--- src/hw/rtl/sorted_node_insert_rekey_defines.svh ---
// assertion macros for the sorted node block
`ifndef SORTED_NODE_INSERT_REKEY_DEFINES_SVH
`define SORTED_NODE_INSERT_REKEY_DEFINES_SVH

`ifndef SYNTHESIS

// same-cycle implication, reset masked
`define SNIR_ASSERT_NOW(name, ante, cons) \
    name: assert property (@(posedge clk) disable iff (!rst_n) (ante) |-> (cons)) \
        else $error("snir assertion failed");

// next-cycle implication, reset masked
`define SNIR_ASSERT_NEXT(name, ante, cons) \
    name: assert property (@(posedge clk) disable iff (!rst_n) (ante) |=> (cons)) \
        else $error("snir assertion failed");

`else

`define SNIR_ASSERT_NOW(name, ante, cons)
`define SNIR_ASSERT_NEXT(name, ante, cons)

`endif

`endif

--- src/hw/rtl/snir_pkg.sv ---
package snir_pkg;

    // node geometry
    localparam int ORDER        = 16;
    localparam int KEY_BITS     = 32;
    localparam int VALUE_BITS   = 32;
    localparam int OUT_KEY_BITS = 32;
    localparam int ADDR_BITS    = $clog2(ORDER);
    localparam int CNT_BITS     = $clog2(ORDER + 1);

    // operation codes
    localparam logic OP_INSERT = 1'b0;
    localparam logic OP_REKEY  = 1'b1;

    typedef enum logic [1:0] {
        STATUS_SUCCESS   = 2'd0,
        STATUS_EXISTS    = 2'd1,
        STATUS_FULL      = 2'd2,
        STATUS_NOT_FOUND = 2'd3
    } status_t;

    // request beat
    typedef struct packed {
        logic                  operation;
        logic [KEY_BITS-1:0]   key;
        logic [KEY_BITS-1:0]   new_key;
        logic [VALUE_BITS-1:0] entry_value;
    } request_t;

    // result beat
    typedef struct packed {
        status_t                 status;
        logic [OUT_KEY_BITS-1:0] largest_key;
        logic                    node_empty;
    } result_t;

endpackage

--- src/hw/rtl/snir_ram.sv ---
module snir_ram #(
    parameter int WIDTH = 32,
    parameter int DEPTH = 16
) (
    input  logic                     clk,
    input  logic                     we,
    input  logic [$clog2(DEPTH)-1:0] waddr,
    input  logic [WIDTH-1:0]         wdata,
    input  logic [$clog2(DEPTH)-1:0] raddr,
    output logic [WIDTH-1:0]         rdata
);

    logic [WIDTH-1:0] mem [DEPTH];

    // one write port, one registered read port
    always_ff @(posedge clk)
    begin
        if (we)
        begin
            mem[waddr] <= wdata;
        end
        rdata <= mem[raddr];
    end

endmodule

--- src/hw/rtl/sorted_node_insert_rekey.sv ---
// One sorted tree node of ORDER key/value slots kept in two single-port-read
// memories. start is taken when busy is low; the result beat appears on
// result for exactly one cycle with done high and cannot be held off, so the
// receiver must capture it then. The key memory is walked one slot a cycle
// through its single read port. An insert that lands inside the occupied
// slots first shifts the larger entries one slot right and then places the
// new pair; one that goes on the end of the node has no entries to move.
// A rekey or an insert stops the walk on a matching key; a rekey that misses
// and an insert into a full node report after the walk of every slot held.
// busy stays high until the cycle in which done is raised, so a new request
// may be taken in that same cycle.
`include "sorted_node_insert_rekey_defines.svh"

module sorted_node_insert_rekey (
    input  logic               clk,
    input  logic               rst_n,
    input  logic               start,
    output logic               busy,
    input  snir_pkg::request_t request,
    output logic               done,
    output snir_pkg::result_t  result
);

    import snir_pkg::*;

    typedef enum logic [2:0] {
        ST_IDLE,
        ST_SCAN,
        ST_SHIFT,
        ST_PLACE,
        ST_REPORT
    } state_t;

    state_t                state_reg, state_next;
    logic [CNT_BITS-1:0]   count_reg, count_next;
    logic [KEY_BITS-1:0]   largest_reg, largest_next;
    logic                  op_reg, op_next;
    logic [KEY_BITS-1:0]   key_reg, key_next;
    logic [KEY_BITS-1:0]   new_key_reg, new_key_next;
    logic [VALUE_BITS-1:0] value_reg, value_next;
    logic [CNT_BITS-1:0]   idx_reg, idx_next;
    logic                  pend_reg, pend_next;
    logic [ADDR_BITS-1:0]  cidx_reg, cidx_next;
    logic [CNT_BITS-1:0]   pos_reg, pos_next;
    logic [ADDR_BITS-1:0]  wdst_reg, wdst_next;
    status_t               status_reg, status_next;
    logic                  done_reg, done_next;
    result_t               result_reg, result_next;

    // memory ports
    logic                  key_we, val_we;
    logic [ADDR_BITS-1:0]  key_waddr, val_waddr, rd_addr;
    logic [KEY_BITS-1:0]   key_wdata, key_rdata;
    logic [VALUE_BITS-1:0] val_wdata, val_rdata;

    // helpers
    logic [CNT_BITS-1:0]   idx_dec, count_dec, count_inc;
    logic                  issue;

    assign idx_dec   = idx_reg - CNT_BITS'(1);
    assign count_dec = count_reg - CNT_BITS'(1);
    assign count_inc = count_reg + CNT_BITS'(1);
    assign issue     = (idx_reg < count_reg);

    snir_ram #(
        .WIDTH (KEY_BITS),
        .DEPTH (ORDER)
    ) u_key_ram (
        .clk   (clk),
        .we    (key_we),
        .waddr (key_waddr),
        .wdata (key_wdata),
        .raddr (rd_addr),
        .rdata (key_rdata)
    );

    snir_ram #(
        .WIDTH (VALUE_BITS),
        .DEPTH (ORDER)
    ) u_val_ram (
        .clk   (clk),
        .we    (val_we),
        .waddr (val_waddr),
        .wdata (val_wdata),
        .raddr (rd_addr),
        .rdata (val_rdata)
    );

    // sequencer next state
    always_comb
    begin
        state_next   = state_reg;
        count_next   = count_reg;
        largest_next = largest_reg;
        op_next      = op_reg;
        key_next     = key_reg;
        new_key_next = new_key_reg;
        value_next   = value_reg;
        idx_next     = idx_reg;
        pend_next    = pend_reg;
        cidx_next    = cidx_reg;
        pos_next     = pos_reg;
        wdst_next    = wdst_reg;
        status_next  = status_reg;
        done_next    = 1'b0;
        result_next  = result_reg;

        key_we    = 1'b0;
        val_we    = 1'b0;
        key_waddr = wdst_reg;
        val_waddr = wdst_reg;
        key_wdata = key_rdata;
        val_wdata = val_rdata;
        rd_addr   = idx_reg[ADDR_BITS-1:0];

        case (state_reg)
            ST_IDLE:
            begin
                if (start)
                begin
                    op_next      = request.operation;
                    key_next     = request.key;
                    new_key_next = request.new_key;
                    value_next   = request.entry_value;
                    idx_next     = '0;
                    pos_next     = '0;
                    pend_next    = 1'b0;
                    state_next   = ST_SCAN;
                end
            end

            // walk the occupied slots, compare one key a cycle
            ST_SCAN:
            begin
                pend_next = issue;
                if (issue)
                begin
                    idx_next  = idx_reg + CNT_BITS'(1);
                    cidx_next = idx_reg[ADDR_BITS-1:0];
                end
                if (pend_reg)
                begin
                    if (key_rdata == key_reg)
                    begin
                        if (op_reg == OP_REKEY)
                        begin
                            key_we      = 1'b1;
                            key_waddr   = cidx_reg;
                            key_wdata   = new_key_reg;
                            status_next = STATUS_SUCCESS;
                            if (cidx_reg == count_dec[ADDR_BITS-1:0])
                            begin
                                largest_next = new_key_reg;
                            end
                        end
                        else
                        begin
                            status_next = STATUS_EXISTS;
                        end
                        pend_next  = 1'b0;
                        state_next = ST_REPORT;
                    end
                    else if (key_rdata < key_reg)
                    begin
                        pos_next = pos_reg + CNT_BITS'(1);
                    end
                end
                else if (!issue)
                begin
                    if (op_reg == OP_REKEY)
                    begin
                        status_next = STATUS_NOT_FOUND;
                        state_next  = ST_REPORT;
                    end
                    else if (count_reg == CNT_BITS'(ORDER))
                    begin
                        status_next = STATUS_FULL;
                        state_next  = ST_REPORT;
                    end
                    else
                    begin
                        idx_next   = count_reg;
                        state_next = ST_SHIFT;
                    end
                end
            end

            // move larger entries one slot right, highest first
            ST_SHIFT:
            begin
                if (pend_reg)
                begin
                    key_we = 1'b1;
                    val_we = 1'b1;
                end
                if (idx_reg > pos_reg)
                begin
                    rd_addr   = idx_dec[ADDR_BITS-1:0];
                    wdst_next = idx_reg[ADDR_BITS-1:0];
                    idx_next  = idx_dec;
                    pend_next = 1'b1;
                end
                else
                begin
                    pend_next = 1'b0;
                    if (!pend_reg)
                    begin
                        state_next = ST_PLACE;
                    end
                end
            end

            // drop the new pair into its slot
            ST_PLACE:
            begin
                key_we      = 1'b1;
                val_we      = 1'b1;
                key_waddr   = pos_reg[ADDR_BITS-1:0];
                val_waddr   = pos_reg[ADDR_BITS-1:0];
                key_wdata   = key_reg;
                val_wdata   = value_reg;
                count_next  = count_inc;
                status_next = STATUS_SUCCESS;
                if (pos_reg == count_reg)
                begin
                    largest_next = key_reg;
                end
                state_next = ST_REPORT;
            end

            ST_REPORT:
            begin
                done_next          = 1'b1;
                result_next.status = status_reg;
                if (count_reg == '0)
                begin
                    result_next.largest_key = '0;
                    result_next.node_empty  = 1'b1;
                end
                else
                begin
                    result_next.largest_key = OUT_KEY_BITS'(largest_reg);
                    result_next.node_empty  = 1'b0;
                end
                state_next = ST_IDLE;
            end

            default:
            begin
                state_next = ST_IDLE;
            end
        endcase
    end

    // state and registered outputs
    always_ff @(posedge clk or negedge rst_n)
    begin
        if (!rst_n)
        begin
            state_reg   <= ST_IDLE;
            count_reg   <= '0;
            largest_reg <= '0;
            op_reg      <= OP_INSERT;
            key_reg     <= '0;
            new_key_reg <= '0;
            value_reg   <= '0;
            idx_reg     <= '0;
            pend_reg    <= 1'b0;
            cidx_reg    <= '0;
            pos_reg     <= '0;
            wdst_reg    <= '0;
            status_reg  <= STATUS_SUCCESS;
            done_reg    <= 1'b0;
            result_reg  <= '0;
        end
        else
        begin
            state_reg   <= state_next;
            count_reg   <= count_next;
            largest_reg <= largest_next;
            op_reg      <= op_next;
            key_reg     <= key_next;
            new_key_reg <= new_key_next;
            value_reg   <= value_next;
            idx_reg     <= idx_next;
            pend_reg    <= pend_next;
            cidx_reg    <= cidx_next;
            pos_reg     <= pos_next;
            wdst_reg    <= wdst_next;
            status_reg  <= status_next;
            done_reg    <= done_next;
            result_reg  <= result_next;
        end
    end

    assign busy   = (state_reg != ST_IDLE);
    assign done   = done_reg;
    assign result = result_reg;

    // checks
    `SNIR_ASSERT_NOW(a_count_bound, 1'b1, count_reg <= CNT_BITS'(ORDER))
    `SNIR_ASSERT_NEXT(a_report_done, state_reg == ST_REPORT, done_reg)
    `SNIR_ASSERT_NEXT(a_accept_busy, start && !busy, busy)
    `SNIR_ASSERT_NEXT(a_place_count, state_reg == ST_PLACE, count_reg == $past(count_inc))
    `SNIR_ASSERT_NOW(a_empty_flag, done_reg, result_reg.node_empty == (count_reg == '0))

endmodule
--- config.mk ---
export PLATFORM = sky130hd
export DESIGN_NAME = sorted_node_insert_rekey
export DESIGN_NICKNAME = d
export VERILOG_FILES = /design/src/hw/rtl/snir_pkg.sv /design/src/hw/rtl/snir_ram.sv /design/src/hw/rtl/sorted_node_insert_rekey.sv
export VERILOG_INCLUDE_DIRS = /design/src /design/src/hw/rtl
export SDC_FILE = /design/constraint.sdc
export NUM_CORES = 1
export LEC_CHECK = 0
export CAP_MARGIN = 20
export CORE_ASPECT_RATIO = 0.7
export CORE_UTILIZATION = 52
export CTS_CLUSTER_DIAMETER = 50
export DETAILED_ROUTE_END_ITERATION = 16
export DONT_BUFFER_PORTS = 1
export PLACE_DENSITY = 0.65
export SYNTH_ARGS = -nofsm -noshare
export SYNTH_HDL_FRONTEND = slang
export SYNTH_SLANG_ARGS = --single-unit
--- constraint.sdc ---
create_clock -name clk -period 6 [get_ports clk]
set_input_delay 0.6 -clock clk [delete_from_list [all_inputs] [get_ports clk]]
set_output_delay 0.6 -clock clk [all_outputs]
set_load 0.005 [all_outputs]
Word level (Yosys, flattened, before mapping):

Memories as Yosys holds them, arrays and structs flattened. A register that Yosys moved wholly into a read port is not among the register bits.
Index checks and enable logic that the tools add are counted.

* bits in writable memories: 512
* input port bits: 100
* output and inout port bits: 37
* memories kept: 1
* flip-flop bits (word level): 162

* magnitude comparators: 3
* eq/ne operators: 22
* add/subtract/negate cells: 5
* mux-type cells: 58
* reductions and logical operators: 15

Memory list
* u_key_ram.mem: words 16, width 32, rd ports 1, clocked after Yosys merged registers in 1, write ports 1, line snir_ram.sv:13 `logic [WIDTH-1:0] mem [DEPTH];`

Operator list (number)
* $mux 32: 8
* $pmux 32 s2: 2
* $mux 5: 10
* $mux 33: 1
* $eq 32x32->1: 1
* $lt 32x32->1: 1
* $mux 3: 8
* $ne 2x2->1 const B: 11
* $mux 4: 5
* $add 5x1->5 const B: 3
* $pmux 5 s3: 1
* $mux 1: 12
* $pmux 3 s4: 1
* $mux 2: 5
* $pmux 5 s2: 1
* $reduce_and 5->1: 2
* $pmux 4 s2: 1
* $reduce_and 2->1: 4
* $eq 3x2->1 const B: 2
* $ne 3x3->1 const B: 2
* $pmux 1 s3: 2
* $reduce_and 6->1: 1
* $reduce_bool 3->1: 2
* $eq 5x5->1: 1
* other kinds (15): 16

Longest topological paths before layout:

Gate-level depths: netlist of the first run.

* depth in word-level cells: 7
* gate-level depth with buffers: 16
* depth with buffers taken out: 10

Hierarchy:

A second synthesis of the first run with hierarchy kept.

* cells, all modules: 1832
* area, all modules: 28588.7 µm²

Modules (own cells, without submodules)
* snir_ram: seq. area each 16015.4 µm², cells each 838, area an instance 19835.3 µm², instances 1
* sorted_node_insert_rekey: seq. area each 4053.9 µm², cells each 994, area an instance 8753.4 µm², instances 1

Worst setup path before layout of the first run:

Ideal clock, no wire load.

* kind: register to register
* from: register key_reg[29]
* to: memory u_key_ram.mem[10][0], enable pin
* period minus slack after synthesis: 4.272 ns
* buffers on the path: 1
* data arrival time: 3.851 ns
* cell stages (with the launch flop): 12
* setup time: 0.421 ns
* setup slack: 1.728 ns
* cell sequence: dfrtp_1 inv_1 ha_1 nand4_1 nor4_1 nand4_1 clkbuf_1 a22oi_1 nor2_1 a221oi_1 nand2_1 nor2_1

* cells in the longest elaborated chain, start to end: 6
* elaborated cells between the ends (all ways): 9

Ends and longest elaborated chain
* start: declaration: line sorted_node_insert_rekey.sv:38 `logic [KEY_BITS-1:0] key_reg, key_next;`
* start signal: assignment: line sorted_node_insert_rekey.sv:282 `key_reg <= key_next;`
* $eq 32x32->1 (*): line sorted_node_insert_rekey.sv:143 `if (key_rdata == key_reg)`
* $mux 1: line sorted_node_insert_rekey.sv:143
* $mux 1: line sorted_node_insert_rekey.sv:141 `if (pend_reg)`
* $pmux 1 s3: line sorted_node_insert_rekey.sv:116 `case (state_reg)`
* $mux 1: line snir_ram.sv:18 `if (we)`
* $mux 1 (implied by the code): line snir_ram.sv:20 `mem[waddr] <= wdata;`
* end: declaration: line snir_ram.sv:13

Mark *: on every way between the ends. The rest lies on a longest branch, timed or not.

Worst setup path in the final report of the first run:

* from: register idx_reg[2]
* to: register u_key_ram.rdata[9] (read register of u_key_ram.mem)

* cells in the longest elaborated chain, start to end: 3
* elaborated cells between the ends (all ways): 4

Ends and longest elaborated chain
* start: declaration: line sorted_node_insert_rekey.sv:41 `logic [CNT_BITS-1:0] idx_reg, idx_next;`
* start signal: assignment: line sorted_node_insert_rekey.sv:285 `idx_reg <= idx_next;`
* $sub 5x1->5 / $gt 5x5->1 (equally long branches): line sorted_node_insert_rekey.sv:60, sorted_node_insert_rekey.sv:196
* $mux 4: line sorted_node_insert_rekey.sv:196 `if (idx_reg > pos_reg)`
* $mux 4 (*): line sorted_node_insert_rekey.sv:116
* end: declaration: line snir_ram.sv:10 `output logic [WIDTH-1:0] rdata`

Marks and branches as above.
A chain may end at the register's enable or synchronous reset.

==> results.json, run 1 <==
{
  "hold_path.class": "primary input to asynchronous set/reset pin",
  "period_share_pct": 73.8,
  "crit_family": "simple AND/OR/NAND/NOR gates",
  "clock_latency_ps": 620,
  "placementRows": 75,
  "fmax_ghz": 0.226,
  "synth_nets": 2667,
  "cts_setup_buffers": 0,
  "nFillCells": 4669,
  "die_w_um": 296,
  "ys.flop_type": "edfxtp_1",
  "syn_inst": 2519,
  "p_clk_share_pct": 23.5,
  "combPwrFrac_pct": 35.3,
  "switching_share_pct": 36.5,
  "hold_slack_ps": -120,
  "hold_buffers": 1,
  "final_max_slew_viol_count": 0,
  "area_delta_synth_final_pct": 10.8,
  "cts_tree": "yes",
  "path_class": "register to register",
  "ys_ff_latch": 706,
  "io_buffers": 0,
  "ys_types": 70,
  "endpoint_kind": "register",
  "cap_viol_max_count": 0,
  "violations": "negative hold slack",
  "status": "finished, violations left",
  "worstPathArrival_ps": 4980,
  "ys_warn_count": 0,
  "worst_slew_pin_slew_ps": 1060,
  "nets": 2633,
  "dp_hpwl_mm": 50.0,
  "viasPerCell": 6.56,
  "period_needed_ps": 4430,
  "max_stage_delay_ps": 730,
  "drtIter0Drc": 2450,
  "fin_util_pct": 58.3,
  "ys_seq_area_share_pct": 63.6,
  "antenna_cells": 0,
  "synth_xor_area_share_pct": 0.555,
  "power_switching_mw": 6.53,
  "routed_wl_mm": 84.0,
  "power.total_mw": 17.9,
  "p_per_area_mw_per_mm2": 512,
  "crit_slowest_cell": "dfrtp_1",
  "grt_pass1_wl_mm": 127,
  "wire_per_inst_um": 25.1,
  "crit_buf_inv": 1,
  "initial_core_util_pct": 52.6,
  "tns_ps": 0,
  "cts_root_buf": "clkbuf_16",
  "place_area_mm2": 0.0327,
  "synthArstFlopShare_pct": 22.9,
  "tritoncts.num_buffers": 68,
  "synthAdderAreaFrac_pct": 1.90,
  "fin_ws_ps": 1570,
  "drtAntennaViolNets": 0,
  "synth_edf_count": 512,
  "path_max_fanout": 40,
  "grt_start_max_net_pins": 163,
  "start_kind": "register",
  "cts_resized": 0,
  "dp.cells": 3212,
  "grt_usage_pct": 27.3,
  "io-pin-count": 137,
  "num_vias": 21900,
  "die_h_um": 208,
  "finClkSkew_ps": 27.6,
  "synth_compound_area_share_pct": 17.2,
  "antenna_found_initial": 0,
  "layout.cells.non_filler": 3347,
  "clockBufferDepth": 3,
  "gp_congestion": 0.874,
  "dr.pass1.iters": 6,
  "synth_top_family_by_area": "compound AO/OA/AOI/OAI gates",
  "drive_gt1_share_pct": 12.3,
  "required_ps": 6550,
  "crit_chain": "ha_1 -> a211oi_1 -> o221a_2 -> or3_4 -> and2_1 -> buf_4 -> nand2_1 -> a311oi_1 -> and3_1",
  "drc": 0,
  "setup_viol": 0,
  "vdd.ir_drop.worst_uv": 356,
  "synth-simple-area-share_pct": 8.47,
  "synth.avg_cell_area_um2": 12.5,
  "grt.overflow.total": 0,
  "coreArea_mm2": 0.0600,
  "stdcell_area_mm2": 0.0349,
  "p_int_mw": 11.4,
  "largest_reg_flops": 512,
  "clkTransAtPathRegs_ps": 70,
  "hold_viol_final": 17,
  "p_leak_nw": 12.0,
  "cts_sinks": 706,
  "synthMuxAreaShare_pct": 5.02,
  "syn_area_mm2": 0.0315,
  "slew_headroom_pct": 28.8,
  "seq_power_share_pct": 41.2,
  "first_global_vias": 21000,
  "rsz0062_at_grt": "false",
  "fp.dieArea_mm2": 0.0617,
  "htree_num_levels": 3,
  "post-place-ws_ps": 1600
}
[final timing paths]
| kind | end | cells after the start | start | slack, ps |
|---|---|---|---|---|
| worst max register to register | u_key_ram.rdata[9] | 9 | idx_reg[2] | 1570 |
| worst min register to register | result[34] | 2 | status_reg[1] | 480 |
| worst max-delay path | u_key_ram.rdata[9] | 9 | idx_reg[2] | 1570 |
| max in group asynchronous | new_key_reg[5] | 1 | rst_n | 5290 |
| min in group clk | key_reg[5] | 2 | request[69] | 100 |
| worst min-delay path | count_reg[4] | 1 | rst_n | -120 |
[cell type report]
class                      count  area [um2]  share of cell area [%]
inverter                      51         196                   0.562
clock buffer                  95        1900                    5.44
timing repair buffer          92         852                    2.44
tap                          808        1010                    2.89
clock inverter                29         256                   0.734
sequential                   706       20100                    57.4
multi-input combinational   1566       10700                    30.5
[layer usage]
| layer | global-route usage [%] | vias up | wire (um) |
|---|---|---|---|
| met5 | 0 | - | 0 |
| met4 | 8.62 | 0 | 2180 |
| met3 | 5.05 | 143 | 7130 |
| met2 | 41.4 | 973 | 38300 |
| met1 | 40.1 | 11000 | 36400 |
| li1 | - | 9801 | - |
[power groups by stage]
| stage | clock network [mW] | registers [mW] | logic, mW |
|---|---|---|---|
| 3_5_place_dp | 0 | 7.48 | 6.15 |
| 3_3_place_gp | 0 | 7.46 | 5.93 |
| 2_1_floorplan | 0 | 7.22 | 4.23 |
| 6_report | 4.19 | 7.37 | 6.32 |
| 5_1_grt | 4.43 | 7.45 | 6.90 |
| 4_1_cts | 4.25 | 7.38 | 6.21 |
[cells in the final DEF, fill, tap and decap left out, types with 10 or more instances in the layout]
| cell | synthesis | layout |
|---|---|---|
| o211ai_1 | 47 | 47 |
| a22o_1 | 33 | 33 |
| clkbuf_1 | 124 | 16 |
| o21ai_0 | 187 | 187 |
| a21o_1 | 34 | 34 |
| mux2i_1 | 84 | 84 |
| inv_1 | 50 | 50 |
| and3_1 | 10 | 10 |
| buf_12 | 0 | 11 |
| dfrtp_1 | 162 | 160 |
| dfxtp_1 | 32 | 32 |
| a22oi_1 | 38 | 38 |
| a31oi_1 | 36 | 36 |
| nor3_2 | 23 | 24 |
| a32o_1 | 22 | 22 |
| mux2_2 | 38 | 38 |
| nor2b_1 | 22 | 22 |
| nand2b_1 | 10 | 10 |
| nand3_1 | 16 | 15 |
| nor4_1 | 13 | 13 |
| o221ai_1 | 93 | 93 |
| a211oi_1 | 29 | 28 |
| nand2_1 | 253 | 253 |
| mux4_2 | 14 | 14 |
| a311oi_1 | 10 | 10 |
| nor2_4 | 0 | 17 |
| o22ai_1 | 184 | 184 |
| nand4_1 | 12 | 12 |
| xnor2_1 | 15 | 15 |
| clkbuf_16 | 0 | 70 |
| ha_1 | 48 | 47 |
| nor3_1 | 65 | 64 |
| edfxtp_1 | 512 | 512 |
| buf_4 | 1 | 79 |
| nor2_1 | 109 | 90 |
| a21oi_1 | 48 | 48 |
[Yosys cell counts (5+ instances only)]
cell type	n	area, um2
dfxtp_1	32	641
buf_1	18	67.6
and3_1	10	62.6
o22ai_1	184	1150
a211oi_1	29	218
xor2_1	5	43.8
xnor2_1	15	131
o221ai_1	93	815
a2111oi_0	9	78.8
inv_1	50	188
a21o_1	34	255
mux2i_1	84	841
a21oi_1	48	240
nor3_1	65	325
nand3_1	16	80.1
a32o_1	22	220
nand2_1	253	950
a22oi_1	38	285
mux2_2	38	428
nand2b_1	10	62.6
nand4_1	12	75.1
nor2b_1	22	138
a22o_1	33	289
mux4_2	14	315
buf_2	49	245
ha_1	48	601
or3_1	7	43.8
a31oi_1	36	225
nor2_1	109	409
edfxtp_1	512	15400
o211ai_1	47	353
clkbuf_1	124	465
a311oi_1	10	87.6
o21ai_0	187	936
nor3_2	23	230
nor4_1	13	81.3
dfrtp_1	162	4050
[logic make-up (layout without fill, tap and decap cells)]
logic type | count (synthesis) | count (layout)
compound gates | 798 | 798
xor+xnor | 20 | 20
fa+ha+maj | 48 | 48
buf+inv | 247 | 267
flops | 706 | 706
mux | 136 | 136
simple gates | 564 | 564
(Power assumes the default switching activity.)
==> inputs of run 2 (changes only) <==
--- a/config.mk
+++ b/config.mk
@@ -6,6 +6,7 @@
 export SDC_FILE = /design/constraint.sdc
 export NUM_CORES = 1
 export LEC_CHECK = 0
+export ABC_AREA = 1
 export CAP_MARGIN = 20
 export CORE_ASPECT_RATIO = 0.7
 export CORE_UTILIZATION = 52
==> constraint.sdc (replaced) <==
create_clock -name clk -period 4.2 [get_ports clk]
set_input_delay 0.42 -clock clk [delete_from_list [all_inputs] [get_ports clk]]
set_output_delay 0.42 -clock clk [all_outputs]
set_load 0.005 [all_outputs]
==> results.json, run 2 <==
{
  "drive_gt1_share_pct": 6.59,
  "fmax_ghz": 0.275,
  "syn_inst": 3187,
  "fin_util_pct": 59.6,
  "synth_top_family_by_area": "simple AND/OR/NAND/NOR gates",
  "cts_root_buf": "clkbuf_16",
  "p_clk_share_pct": 23.0,
  "ff_latch_area_mm2": 0.0201,
  "drtAntennaViolNets": 0,
  "fin_ws_ps": 559,
  "post-place-ws_ps": 569,
  "switching_share_pct": 39.6,
  "hold_depth": 2,
  "synth_edf_count": 512,
  "initial_core_util_pct": 52.7,
  "hold_viol_final": 0,
  "nFillCells": 4829,
  "first_global_vias": 22300,
  "hold_end": "key_reg[7]",
  "vdd.ir_drop.worst_uv": 861,
  "wire_per_inst_um": 20.2,
  "endpoint_kind": "register",
  "crit_slowest_cell": "dfrtp_1",
  "antenna_found_initial": 3,
  "p_leak_nw": 15.3,
  "die_w_um": 297,
  "grt.overflow.total": 0,
  "met2_usage_pct": 41.8,
  "grt_start_max_net_pins": 186,
  "path_max_fanout": 84,
  "area_delta_synth_final_pct": 13.1,
  "cts_sinks": 706,
  "seq_power_share_pct": 38.9,
  "grt_usage_pct": 26.9,
  "dr.pass1.iters": 6,
  "worstPathArrival_ps": 4160,
  "rr_worst_depth": 15,
  "layout.cells.non_filler": 4072,
  "hold_path.class": "primary input to register",
  "path_class": "register to register",
  "crit_family": "simple AND/OR/NAND/NOR gates",
  "fp.dieArea_mm2": 0.0617,
  "synth.avg_cell_area_um2": 9.91,
  "status": "finished, final reports clean",
  "required_ps": 4720,
  "stdcell_area_mm2": 0.0357,
  "ys_ff_latch": 706,
  "viasPerCell": 5.66,
  "synth_xor_area_share_pct": 0.499,
  "max_stage_delay_ps": 460,
  "synthMuxAreaShare_pct": 0.0357,
  "synthArstFlopShare_pct": 22.9,
  "num_vias": 23000,
  "combPwrFrac_pct": 38.1,
  "slew_headroom_pct": 20.9,
  "ys.flop_type": "edfxtp_1",
  "p_per_area_mw_per_mm2": 756,
  "ys_types": 41,
  "die_h_um": 208,
  "tritoncts.num_buffers": 68,
  "reg2reg_to": "u_key_ram.rdata[20]",
  "rsz0062_at_grt": "false",
  "synth_nets": 3335,
  "dp.cells": 3881,
  "power_switching_mw": 10.7,
  "setup_viol": 0,
  "grt_pass1_wl_mm": 127,
  "grt_busiest_layer": "met2",
  "worstHoldStart": "request[71]",
  "clock_latency_ps": 620,
  "power.total_mw": 27.0,
  "period_share_pct": 86.7,
  "dp_hpwl_mm": 46.5,
  "r2r_slack_ps": 560,
  "drc": 0,
  "start_kind": "register",
  "synth_common_cells": "nand2_1 (803), nand3_1 (670), edfxtp_1 (512)",
  "nets": 3357,
  "synthAdderAreaFrac_pct": 1.90,
  "synth_compound_area_share_pct": 4.66,
  "syn_area_mm2": 0.0316,
  "yosys-top-cells-area": "edfxtp_1 (49%), dfrtp_1 (13%), nand3_1 (11%)",
  "coreArea_mm2": 0.0600,
  "crit_chain": "inv_1 -> ha_1 -> nand2_1 -> nor2_1 -> nand2_1 -> nand3_1 -> nand3_2 -> nand2_1 -> nand2_4 -> inv_4 -> buf_12 -> nand3_1 -> nand3_1 -> nand3_1 -> nand2_1",
  "clockBufferDepth": 3,
  "synth-simple-area-share_pct": 22.1,
  "io-pin-count": 137,
  "synth_top_area_share_pct": 48.7,
  "clkTransAtPathRegs_ps": 70,
  "cts_setup_buffers": 0,
  "final_cell_mix": "nand2_1 (801), nand3_1 (669), edfxtp_1 (512)",
  "grtUsageMet3_pct": 4.32,
  "cts_tree": "yes",
  "io_buffers": 0,
  "synth_top_area_cell": "edfxtp_1",
  "routed_wl_mm": 82.2,
  "place_area_mm2": 0.0328,
  "largest_reg_flops": 512,
  "drtIter0Drc": 2224,
  "final_common_cell": "nand2_1",
  "yosysMostFrequentCell": "nand2_1",
  "crit_start": "pos_reg[3]",
  "r2r_start": "pos_reg[3]",
  "gp_congestion": 0.888,
  "cap_viol_max_count": 0,
  "placementRows": 75,
  "ys_seq_area_share_pct": 63.5,
  "hold_slack_ps": 15.9,
  "crit_buf_inv": 3,
  "met1_usage_pct": 39.1,
  "tns_ps": 0,
  "p_int_mw": 16.3,
  "final_max_slew_viol_count": 0,
  "worst_slew_pin_slew_ps": 1190,
  "ys_warn_count": 0,
  "htree_num_levels": 3,
  "finClkSkew_ps": 26.9,
  "period_needed_ps": 3640,
  "multiInputGateArea_mm2": 0.00942
}
run 2: changes by cell type after synthesis, sizes merged, moves of 35 or more:
| cell | previous run | this run |
|---|---|---|
| nand3 | 16 | 673 |
| nand2 | 255 | 804 |
| inv | 51 | 373 |
| o22ai | 184 | 1 |
| o21ai | 189 | 75 |
| o221ai | 93 | 0 |
| nor3 | 88 | 3 |
| mux2i | 84 | 0 |
| clkbuf | 124 | 59 |
| buf | 72 | 124 |
| a21oi | 50 | 93 |
| a22oi | 38 | 1 |
| mux2 | 38 | 1 |
| a31oi | 36 | 1 |
run 2: area by class of cell:
| cell class | instances | area share, % |
|---|---|---|
| repair buffers | 135 | 4.36 |
| inverters | 375 | 3.95 |
| clock inverters | 26 | 0.770 |
| clock buffers | 98 | 5.57 |
| multi-input cells | 1923 | 26.4 |
| well taps | 808 | 2.83 |
| flip-flops and latches | 706 | 56.2 |
| diodes | 1 | 0.00700 |
run 2: worst reg2reg max path, stage by stage, from the launching register on:
cell	delay (ps)
dfrtp_1	460
inv_1	100
ha_1	280
nand2_1	80
nor2_1	150
nand2_1	70
nand3_1	200
nand3_2	300
nand2_1	200
nand2_4	250
inv_4	400
buf_12	430
nand3_1	200
nand3_1	120
nand3_1	110
nand2_1	210
run 2: repair_timing:
action | in CTS | in global routing
hold endpoints to repair | 223 | 1
hold buffers | 63 | 1
gates resized for setup | 0 | 0
run 2: layer usage:
layer  part of all wire, %  up-vias
met5                     0        -
met4                   2.5        0
met3                   7.7      130
met2                    47      910
met1                    43    11200
li1                      -    10800
run 2: kinds of logic (layout without fill, tap and decap cells):
family / count (synthesis) / after routing
flops: 706 / 706
other cells: 0 / 1
xor+xnor: 18 / 18
buf+inv: 558 / 634
compound gates: 246 / 246
simple gates: 1610 / 1610
fa+ha+maj: 48 / 48
mux: 1 / 1
run 2: worst max path at each step:
stage	to	cells past startpoint
final	u_key_ram.rdata[20]	15
after global routing	u_key_ram.rdata[20]	15
after CTS	u_key_ram.rdata[20]	15
after detailed placement	u_key_ram.rdata[20]	15
after global placement	u_key_ram.rdata[20]	14
after floorplan	u_key_ram.mem[10][0]	14
run 2: power groups by stage:
stage          sequential, mW  clock, mW  combinational, mW
2_1_floorplan            10.4          0               6.81
3_3_place_gp             10.6          0               9.80
3_5_place_dp             10.6          0               10.0
4_1_cts                  10.5       6.29               10.2
5_1_grt                  10.6       6.55               11.4
6_report                 10.5       6.21               10.3
